$ cat src/csce_pkg.sv
// Package for the symbol checksum encoder: item types, op codes and the
// polymod generator constants. Used by every module of the block.
package csce_pkg;

    // Input operation codes
    typedef enum logic [1:0] {
        OP_PREFIX = 2'd0,
        OP_SEP    = 2'd1,
        OP_BYTE   = 2'd2,
        OP_FINISH = 2'd3
    } t_op;

    typedef struct packed {
        t_op        op;
        logic [7:0] data_value;
    } t_in_item;

    typedef struct packed {
        logic [4:0] symbol;
        logic       is_check;
        logic       last;
    } t_out_item;

    localparam int CHK_W = 40;
    localparam int SYM_W = 5;

    // Polymod generator terms, one per bit of the top symbol
    localparam logic [CHK_W-1:0] GEN [SYM_W] = '{
        40'h98f2bc8e61, 40'h79b76d99e2, 40'hf33e5fb3c4,
        40'hae2eabe2a8, 40'h1e4f43e470
    };

    localparam logic [CHK_W-1:0] CHK_RESET = 40'h1;

    // Finish sequence: step 0 pads leftover bits, 1..8 fold zeros,
    // 9..16 emit the checksum symbols
    localparam logic [4:0] FIN_FOLD_LAST = 5'd8;
    localparam logic [4:0] FIN_EMIT_FIRST = 5'd9;
    localparam logic [4:0] FIN_LAST = 5'd16;

endpackage

$ cat src/csce_fold.sv
// One polymod fold step: shift in a 5-bit symbol, reduce by the generator.
// Depends on csce_pkg.
module csce_fold
    import csce_pkg::*;
(
    input  logic [CHK_W-1:0] i_check,
    input  logic [SYM_W-1:0] i_sym,
    output logic [CHK_W-1:0] o_check
);

    logic [SYM_W-1:0] w_top;

    assign w_top = i_check[CHK_W-1 -: SYM_W];

    // Shift the low 35 bits up and xor in a generator term per top bit
    always_comb begin
        o_check = {i_check[CHK_W-SYM_W-1:0], i_sym};
        for (int j = 0; j < SYM_W; j++) begin
            if (w_top[j]) begin
                o_check = o_check ^ GEN[j];
            end
        end
    end

endmodule

$ cat src/csce_out_reg.sv
// Output result register with valid/ready toward the consumer.
// Depends on csce_pkg.
module csce_out_reg
    import csce_pkg::*;
(
    input  logic      i_clk,
    input  logic      i_rst_n,
    input  logic      i_load,
    input  t_out_item i_item,
    output logic      o_can_load,
    output logic      o_out_valid,
    input  logic      i_out_ready,
    output t_out_item o_out_item
);

    logic      r_vld;
    t_out_item r_item;

    // Register may take a new result when empty or being drained
    assign o_can_load  = !r_vld || i_out_ready;
    assign o_out_valid = r_vld;
    assign o_out_item  = r_item;

    always_ff @(posedge i_clk) begin
        if (!i_rst_n) begin
            r_vld <= 1'b0;
        end else if (i_load && o_can_load) begin
            r_vld <= 1'b1;
        end else if (i_out_ready) begin
            r_vld <= 1'b0;
        end
    end

    always_ff @(posedge i_clk) begin
        if (i_load && o_can_load) begin
            r_item <= i_item;
        end
    end

endmodule

$ cat src/cashaddr_symbol_checksum_encoder_unit.sv
// Symbol checksum encoder top level: input register, step sequencer, fold unit.
// Results are registered and offered in the cycle after their step; items pass the
// input register first. Prefix chars and separators take a single step, bytes one
// per symbol, a finish pad, fold and emit steps; an emitting step waits while the
// output register is full. Reset (synchronous, active low): checksum = 1, no
// leftover bits, both channels empty. Depends on csce_pkg, csce_fold, csce_out_reg.
module cashaddr_symbol_checksum_encoder_unit
    import csce_pkg::*;
(
    input  logic      i_clk,
    input  logic      i_rst_n,
    input  logic      i_in_valid,
    output logic      o_in_ready,
    input  t_in_item  i_in_item,
    output logic      o_out_valid,
    input  logic      i_out_ready,
    output t_out_item o_out_item
);

    // Block state
    logic [CHK_W-1:0] r_check;
    logic [3:0]       r_lo_bits;
    logic [2:0]       r_lo_cnt;

    // Item in work
    logic             r_item_vld;
    t_in_item         r_item;
    logic [4:0]       r_step;

    logic             w_fold_en;
    logic [SYM_W-1:0] w_fold_sym;
    logic [CHK_W-1:0] w_fold_out;
    logic             w_emit;
    logic             w_last_step;
    t_out_item        w_out;
    logic             w_can_load;
    logic             w_adv;
    logic             w_done;

    logic [2:0]       w_cnt;
    logic [11:0]      w_acc;
    logic [3:0]       w_bits;
    logic             w_two;
    logic [3:0]       w_sh;
    logic [11:0]      w_mask;
    logic [SYM_W-1:0] w_pad_sym;
    logic [CHK_W-1:0] w_fin;
    logic [2:0]       w_idx;
    logic [5:0]       w_base;

    csce_fold u_fold (
        .i_check (r_check),
        .i_sym   (w_fold_sym),
        .o_check (w_fold_out)
    );

    csce_out_reg u_out (
        .i_clk       (i_clk),
        .i_rst_n     (i_rst_n),
        .i_load      (w_adv && w_emit),
        .i_item      (w_out),
        .o_can_load  (w_can_load),
        .o_out_valid (o_out_valid),
        .i_out_ready (i_out_ready),
        .o_out_item  (o_out_item)
    );

    // Regrouping of a payload byte with the leftover bits
    assign w_cnt  = (r_lo_cnt > 3'd4) ? 3'd4 : r_lo_cnt;
    assign w_acc  = {r_lo_bits, r_item.data_value};
    assign w_bits = 4'(w_cnt) + 4'd8;
    assign w_two  = (w_cnt >= 3'd2);
    assign w_sh   = r_step[0] ? (w_bits - 4'd10) : (w_bits - 4'd5);
    assign w_mask = (12'd1 << w_sh) - 12'd1;

    // Zero-padded leftover symbol for finish
    assign w_pad_sym = 5'({5'd0, r_lo_bits} << (3'd5 - w_cnt));

    // Checksum symbol select, most significant first
    assign w_fin  = r_check ^ CHK_RESET;
    assign w_idx  = 3'(r_step - FIN_EMIT_FIRST);
    assign w_base = 6'd35 - ({1'b0, w_idx, 2'b00} + {3'd0, w_idx});

    // Step decode
    always_comb begin
        w_fold_en   = 1'b0;
        w_fold_sym  = '0;
        w_emit      = 1'b0;
        w_last_step = 1'b0;
        w_out       = '0;
        unique case (r_item.op)
            OP_PREFIX: begin
                w_fold_en   = 1'b1;
                w_fold_sym  = r_item.data_value[SYM_W-1:0];
                w_last_step = 1'b1;
            end
            OP_SEP: begin
                w_fold_en   = 1'b1;
                w_last_step = 1'b1;
            end
            OP_BYTE: begin
                w_fold_en    = 1'b1;
                w_emit       = 1'b1;
                w_fold_sym   = 5'(w_acc >> w_sh);
                w_out.symbol = w_fold_sym;
                w_last_step  = r_step[0] || !w_two;
            end
            OP_FINISH: begin
                if (r_step == 5'd0) begin
                    w_fold_en    = (w_cnt != 3'd0);
                    w_emit       = (w_cnt != 3'd0);
                    w_fold_sym   = w_pad_sym;
                    w_out.symbol = w_pad_sym;
                end else if (r_step <= FIN_FOLD_LAST) begin
                    w_fold_en = 1'b1;
                end else begin
                    w_emit         = 1'b1;
                    w_out.symbol   = w_fin[w_base +: SYM_W];
                    w_out.is_check = 1'b1;
                    w_out.last     = (r_step == FIN_LAST);
                    w_last_step    = (r_step == FIN_LAST);
                end
            end
            default: begin
                w_last_step = 1'b1;
            end
        endcase
    end

    // A step runs unless it must emit and the output register is full and not draining
    assign w_adv      = r_item_vld && (!w_emit || w_can_load);
    assign w_done     = w_adv && w_last_step;
    assign o_in_ready = !r_item_vld || w_done;

    // Input register and step counter
    always_ff @(posedge i_clk) begin
        if (!i_rst_n) begin
            r_item_vld <= 1'b0;
            r_step     <= '0;
        end else begin
            if (i_in_valid && o_in_ready) begin
                r_item_vld <= 1'b1;
            end else if (w_done) begin
                r_item_vld <= 1'b0;
            end
            if (w_adv) begin
                r_step <= w_last_step ? 5'd0 : (r_step + 5'd1);
            end
        end
    end

    always_ff @(posedge i_clk) begin
        if (i_in_valid && o_in_ready) begin
            r_item <= i_in_item;
        end
    end

    // Checksum and leftover bits
    always_ff @(posedge i_clk) begin
        if (!i_rst_n) begin
            r_check   <= CHK_RESET;
            r_lo_bits <= '0;
            r_lo_cnt  <= '0;
        end else if (w_adv) begin
            if (w_fold_en) begin
                r_check <= w_fold_out;
            end
            if (w_last_step && r_item.op == OP_BYTE) begin
                r_lo_bits <= 4'(w_acc & w_mask);
                r_lo_cnt  <= 3'(w_sh);
            end
            if (w_last_step && r_item.op == OP_FINISH) begin
                r_check   <= CHK_RESET;
                r_lo_bits <= '0;
                r_lo_cnt  <= '0;
            end
        end
    end

    // Leftover count never goes past four bits
    a_lo_cnt: assert property (@(posedge i_clk) disable iff (!i_rst_n)
        r_lo_cnt <= 3'd4)
        else $error("leftover count out of range");

    // A byte takes at most two steps
    a_byte_steps: assert property (@(posedge i_clk) disable iff (!i_rst_n)
        (r_item_vld && r_item.op == OP_BYTE) |-> (r_step <= 5'd1))
        else $error("byte step overflow");

    // Finish leaves the block in its reset state
    a_fin_reset: assert property (@(posedge i_clk) disable iff (!i_rst_n)
        (w_done && r_item.op == OP_FINISH) |=>
            (r_check == CHK_RESET && r_lo_cnt == 3'd0))
        else $error("state not cleared after finish");

    // Idle input stage always takes a transfer
    a_idle_ready: assert property (@(posedge i_clk) disable iff (!i_rst_n)
        !r_item_vld |-> o_in_ready)
        else $error("idle but not ready");

    // Only a checksum symbol may be marked last
    a_last_check: assert property (@(posedge i_clk) disable iff (!i_rst_n)
        (w_adv && w_emit && w_out.last) |-> w_out.is_check)
        else $error("last on a payload symbol");

endmodule
$ cat config.mk
export PLATFORM = sky130hd
export DESIGN_NAME = cashaddr_symbol_checksum_encoder_unit
export DESIGN_NICKNAME = d
export VERILOG_FILES = /design/src/csce_pkg.sv /design/src/csce_fold.sv /design/src/csce_out_reg.sv /design/src/cashaddr_symbol_checksum_encoder_unit.sv
export SDC_FILE = /design/constraint.sdc
export NUM_CORES = 1
export LEC_CHECK = 0
export ABC_AREA = 1
export BUFFER_PORTS_ARGS = -buffer_cell sky130_fd_sc_hd__buf_2
export CAP_MARGIN = 20
export CORE_MARGIN = 2
export CORE_UTILIZATION = 65
export CTS_CLUSTER_SIZE = 28
export DETAILED_ROUTE_END_ITERATION = 10
export MAX_ROUTING_LAYER = met4
export PLACE_DENSITY = 0.81
export SYNTH_ARGS = -nofsm -noshare
export SYNTH_HDL_FRONTEND = slang
export SYNTH_SLANG_ARGS = --single-unit
$ cat constraint.sdc
create_clock -name i_clk -period 5.4 [get_ports i_clk]
set_clock_uncertainty 0.1 [all_clocks]
set_input_delay 0.81 -clock i_clk [delete_from_list [all_inputs] [get_ports i_clk]]
set_output_delay 0.81 -clock i_clk [all_outputs]
set_load 0.02 [all_outputs]
==> results of run 1 <==
-- cells by family (layout without fill, tap and decap cells) --
| family | count (synthesis) | count (layout) | share of synthesized area [%] |
|---|---|---|---|
| AND/OR/NAND/NOR | 395 | 395 | 29.6 |
| AO/OA/AOI/OAI | 191 | 191 | 18.6 |
| multiplexers | 2 | 2 | 0.354 |
| flip-flops | 71 | 71 | 28.2 |
| buffers and inverters | 121 | 120 | 9.32 |
| adder cells (fa/ha/maj) | 12 | 12 | 2.66 |
| XOR/XNOR | 68 | 68 | 11.3 |
-- layout make-up --
cell class | count | area, µm² | area share [%]
multi-input cells | 668 | 3530 | 59.7
flip-flops and latches | 71 | 1590 | 26.9
inverters | 77 | 292 | 4.93
clock buffers | 11 | 153 | 2.58
repair buffers | 27 | 148 | 2.50
well taps | 108 | 135 | 2.29
clock inverters | 5 | 62.6 | 1.06
-- synth_stat cells (all sizes together) --
| master | instances |
|---|---|
| nor3b | 1 |
| or2 | 3 |
| o21ai | 85 |
| a21oi | 75 |
| xnor2 | 22 |
| dfxtp | 54 |
| o2111ai | 3 |
| nor4 | 1 |
| clkinv | 1 |
| o22ai | 3 |
| buf | 28 |
| nand3b | 2 |
| o31ai | 3 |
| a211oi | 7 |
| ha | 12 |
| nand3 | 65 |
| nand2 | 269 |
| clkbuf | 16 |
| a31oi | 4 |
| nand4 | 7 |
| nor2 | 41 |
| a21boi | 2 |
| a31o | 1 |
| o211ai | 7 |
| mux2i | 2 |
| a22o | 1 |
| nor3 | 6 |
| xor2 | 46 |
| inv | 76 |
| edfxtp | 17 |
-- critical path, delay by kind of cell (launching register included) --
| kind | cells | cell delay [ns] |
|---|---|---|
| and+or+nand+nor | 4 | 1.31 |
| buffers and inverters | 6 | 1.02 |
| adders and majority gates | 3 | 0.81 |
| AOI/OAI and AO/OA | 4 | 0.53 |
| DFF | 1 | 0.33 |
| xor gates and xnor gates | 1 | 0.17 |
-- metrics by stage --
stage | util (%) | hold WS (ns) | total power, µW | setup WS (ns) | cells
CTS | 68.7 | 0.387 | 1650 | 0.898 | 966
finish | 68.8 | 0.389 | 1670 | 0.852 | 967
global route | 68.8 | 0.411 | 1770 | 0.480 | 967
global placement | 66.2 | 0.363 | 1180 | 1.10 | 950
detailed placement | 66.2 | 0.373 | 1190 | 0.941 | 950
floorplan | - | 0.354 | 1060 | 1.87 | 860
-- state kept, by name, summed over array words and instances (netlist names) --
name and flops:
r_item_vld 1, u_out.o_out_valid 1, r_lo_bits 4, r_step 5
r_check 40, r_lo_cnt 3, r_item 10, u_out.o_out_item 7
-- how the worst min path moves through the flow --
stage,from,end,slack [ns],cells past startpoint
global placement,r_check[15],r_check[15],0.36,2
detailed placement,r_check[15],r_check[15],0.37,2
floorplan,r_check[15],r_check[15],0.35,2
global route,r_check[26],r_check[26],0.41,2
finish,r_check[15],r_check[15],0.39,2
CTS,r_check[15],r_check[15],0.39,2
-- layer usage --
layer | up-vias | track usage (%) | share of wire, %
met5 | - | - | 0
met4 | 0 | 12.7 | 2.8
met3 | 49 | 6.40 | 10
met2 | 351 | 51.3 | 43
met1 | 2684 | 50.8 | 43
li1 | 2815 | - | -
-- where the power goes --
part,switching (µW),internal (µW)
combinational,428,189
sequential,17.0,563
clock,223,246
total,668,997
==> metrics.txt, run 1 <==
CP Max Fanout=25; R2R cell count=18; CP Capture Type=register; Final Cycle Share=84.2%; RSZ-0062 raised after global routing=no; Avg Synthesized Cell Area=6.57 µm²; Std-Cell Rows=34; setup TNS=0 ns; largest net degree at the start of global routing=65; vias post-DR=5,899; Placed Area=0.00569 mm²; Worst EP arrival=4.54 ns; relative slew slack=35.6%; post-CTS setup buffer count=0; hold_buf cts=0; setup violators final=0; Critical Path, Cell by Cell=inv_2, buf_4, ha_1, xnor2_1, inv_2, ha_1, inv_1, ha_1, nor2_1, inv_2, nand2_1, inv_2, o21ai_0, a21oi_1, o211ai_1, o211ai_1, nand2_1, nand4_1; Ports=23; commonest non-fill, non-tap cells in the layout=nand2_1, a21oi_1, o21ai_0, nand3_1, inv_1; final WL=16,400 µm; Final min period=4.55 ns; Netlist cell types=46; Seq/Total Area, Yosys=28.2%; initial antenna violation count=0; share of layout cells above drive strength 1=9.55%; Crit. Startpoint=r_step[0]; class of the worst hold path=register to register; vias in the first global route=5,393; core area=0.00859 mm²; placer congestion estimate=0.989; most used cell, CP=inv_2; Crit-path slowest cell=nor2_1; DRC violations left=0; CTS Buffer Depth=2; synthesized instance count=860; Die ar.=0.00945 mm²; VDD IR max=0.196 mV; cell area after layout=0.00591 mm²; Vias/cell=6.10; Post-CTS Resized=0; ranking of synthesized cells by area=dfxtp_1, nand2_1, edfxtp_1; first-pass GRT wire length=26,700 µm; Critical Path RT=5.39 ns; Setup CP Type=register to register; hpwl dp=12,000 µm; Startpoint Class=register; YS warnings=0; Root Buffer=clkbuf_8; routed length per instance=17.0 µm; worst slew pin tran=0.964 ns; DR iter-0 viols=634; Yosys reg bits=71; fin nets=880; starting density of the core=65.7%; post-route ant nets=0; Clk Latency, worst-skew pair=0.35 ns; IO Port Bufs=22; reg-to-reg startpoint=r_step[0]; Antenna diodes=0; chip height=97.2 µm; commonest non-fill, non-tap cell in the layout=nand2_1; cell taking the most area after synthesis=dfxtp_1; die width=97.2 µm; synthesized area=0.00565 mm²; Area Growth Syn to Fin=4.67%; Power Dens Cells=282 mW/mm²; status=finished, final reports clean; Sink Count=71; Fin. Hold Viols=0; fillcell total=753; biggest cell delay along the critical path=0.68 ns; syn nets=886; LEAKAGE=0.00253 µW; CTS buffer count=9; r2r setup slk=0.85 ns; Total GRT Usage=35.7%; Final Max Tran Viols=0; Reg clk slew, reported paths=0.09 ns; crit path to=u_out.o_out_item[3]; top-area cell type share of the netlist area=19.1%; grt ovf=0; CTS tree=done; r2r endpoint=u_out.o_out_item[3]; Initial DRT Pass Iterations=5; fmax=0.220 GHz; H-Tree Level Count=3; Max-Cap Viols=0
No activity file was read; power rests on OpenSTA's default activity.
==> run 2, diff against run 1 <==
- CORE_UTILIZATION: 65 -> 63
- PLACE_DENSITY: 0.81 -> 0.79
- clock period: 5.4 -> 4.3 ns (I/O delays scaled with it)
==> run 2 against run 1 <==
Register-to-register slack got worse by 0.32 ns. Non-clock buffer count increased by 4. Clock power grew 33%. Utilization decreased by 0.59 points. Largest power group unchanged.
==> metrics.txt, run 2 (synthesized netlist as in run 1, its figures left out) <==
Reg area=0.00159 mm² (unchanged); Multi-input gate area=0.00353 mm² (unchanged); post-route ant nets=0 (unchanged); Switch Pwr=842 µW (was 668 µW); vias post-DR=5,766 (was 5,899); commonest non-fill, non-tap cells in the layout=nand2_1, a21oi_1, o21ai_0, nand3_1, inv_1 (unchanged); Fin. Hold Viols=0 (unchanged); crit path buf inv count=5 (was 6); CP top delay family=simple AND/OR/NAND/NOR gates (unchanged); Startpoint Class=register (unchanged); setup TNS=0 ns (unchanged); fraction of power consumed by sequential logic=34.0% (was 34.8%); IO Port Bufs=22 (unchanged); Final min period=3.77 ns (was 4.55 ns); Critical Path RT=4.29 ns (was 5.39 ns); hold_buf cts=0 (unchanged); Final Max Tran Viols=0 (unchanged); chip height=98.7 µm (was 97.2 µm); VDD IR max=0.269 mV (was 0.196 mV); CTS tree=done (unchanged); Largest register FFs=40 (unchanged); DRC violations left=0 (unchanged); Final Cycle Share=87.7% (was 84.2%); Area Growth Syn to Fin=5.32% (was 4.67%); Total GRT Usage=34.9% (was 35.7%); RSZ-0062 raised after global routing=no (unchanged); Max-Cap Viols=0 (unchanged); Setup CP Type=register to register (unchanged); reg-to-reg startpoint=r_step[1] (was r_step[0]); first-pass GRT wire length=26,700 µm (unchanged); H-Tree Level Count=3 (unchanged); Critical Path, Cell by Cell=inv_1, ha_1, xnor2_1, inv_2, ha_1, inv_1, ha_1, nor2_1, inv_2, nand2_1, inv_2, o21ai_0, a21oi_1, o211ai_1, o211ai_1, nand2_1, nand4_1 (was inv_2, buf_4, ha_1, xnor2_1, inv_2, ha_1, inv_1, ha_1, nor2_1, inv_2, nand2_1, inv_2, o21ai_0, a21oi_1, o211ai_1, o211ai_1, nand2_1, nand4_1); relative slew slack=41.7% (was 35.6%); Final Util=68.2% (was 68.8%); starting density of the core=64.8% (was 65.7%); Crit. Startpoint=r_step[1] (was r_step[0]); die width=98.7 µm (was 97.2 µm); Post-CTS Resized=0 (unchanged); hold path startpoint=i_in_item[8] (was r_check[15]); CTS Buffer Depth=2 (unchanged); core area=0.00872 mm² (was 0.00859 mm²); hpwl dp=11,700 µm (was 12,000 µm); Vias/cell=5.94 (was 6.10); Clk Latency, worst-skew pair=0.36 ns (was 0.35 ns); Sink Count=71 (unchanged); Sw Share=39.4% (was 40.1%); Crit-path slowest cell=dfxtp_1 (was nor2_1); CP Capture Type=register (unchanged); Comb pwr share=36.9% (was 37.1%); WHS=0.359 ns (was 0.389 ns); Std-Cell Rows=34 (unchanged); final WL=16,300 µm (was 16,400 µm); Root Buffer=clkbuf_8 (unchanged); Power Dens Cells=359 mW/mm² (was 282 mW/mm²); vias in the first global route=5,366 (was 5,393); fin nets=884 (was 880); share of layout cells above drive strength 1=9.97% (was 9.55%); Reg clk slew, reported paths=0.08 ns (was 0.09 ns); commonest non-fill, non-tap cell in the layout=nand2_1 (unchanged); status=finished, final reports clean (unchanged); LEAKAGE=0.00256 µW (was 0.00253 µW); r2r setup slk=0.53 ns (was 0.85 ns); post-CTS setup buffer count=0 (unchanged); initial antenna violation count=0 (unchanged); fillcell total=723 (was 753); CTS buffer count=9 (unchanged); fmax=0.265 GHz (was 0.220 GHz); biggest cell delay along the critical path=0.41 ns (was 0.68 ns); Ports=23 (unchanged); worst slew pin tran=0.872 ns (was 0.964 ns); internal power=1300 µW (was 997 µW); clock power share=29.1% (was 28.2%); CP Max Fanout=18 (was 25); Worst EP arrival=3.76 ns (was 4.54 ns); placer congestion estimate=0.961 (was 0.989); grt ovf=0 (unchanged); pre-CTS WS=0.606 ns (was 0.941 ns); Most flops, register=r_check (unchanged); Die ar.=0.00974 mm² (was 0.00945 mm²); Antenna diodes=0 (unchanged); largest net degree at the start of global routing=65 (unchanged); DR iter-0 viols=652 (was 634); final worst slack=0.529 ns (was 0.852 ns); setup violators final=0 (unchanged); routed length per instance=16.8 µm (was 17.0 µm); Initial DRT Pass Iterations=6 (was 5); class of the worst hold path=primary input to register (was register to register)
==> run 2: cell types whose count changed in the layout (fill, tap and decap cells not counted), sizes merged <==
cell	previous run	this run
buf	27	31
bufinv	1	2
inv	78	77
==> run 2: final timing paths <==
check,to,cells after the start
setup reg to reg,u_out.o_out_item[3],17
setup / recovery,u_out.o_out_item[3],17
hold / removal,r_item[8],1
hold reg to reg,r_check[29],2
==> run 2: power by group through the flow <==
stage	sequential (µW)	clock [µW]	combinational [µW]
detailed placement	741	0	768
CTS	725	628	773
floorplan	739	0	597
finish	726	622	790
global placement	740	0	770
global route	728	645	882
==> run 2: stage by stage <==
step / cells / power [µW] / instance area [µm²]
after floorplan: 860 / 1340 / 5650
after global placement: 954 / 1510 / 5720
after detailed placement: 954 / 1510 / 5720
after CTS: 970 / 2130 / 5940
after global routing: 971 / 2260 / 5950
final: 971 / 2140 / 5950
==> run 2: cell type report <==
cell class                      instances  share of cell area [%]
Inverter                               77                    4.90
Timing Repair Buffer                   31                    2.99
Tap cell                              108                    2.27
Clock buffer                           11                    2.38
Clock inverter                          5                    1.35
Multi-Input combinational cell        668                    59.3
Sequential cell                        71                    26.8
==> run 2: per-layer routing <==
| layer | GRT usage [%] | vias to the layer above | share of wire, % |
|---|---|---|---|
| met4 | 13.2 | 0 | 3.2 |
| met5 | - | - | 0 |
| li1 | - | 2819 | - |
| met2 | 49.9 | 333 | 43 |
| met1 | 48.5 | 2565 | 43 |
| met3 | 7.80 | 49 | 11 |
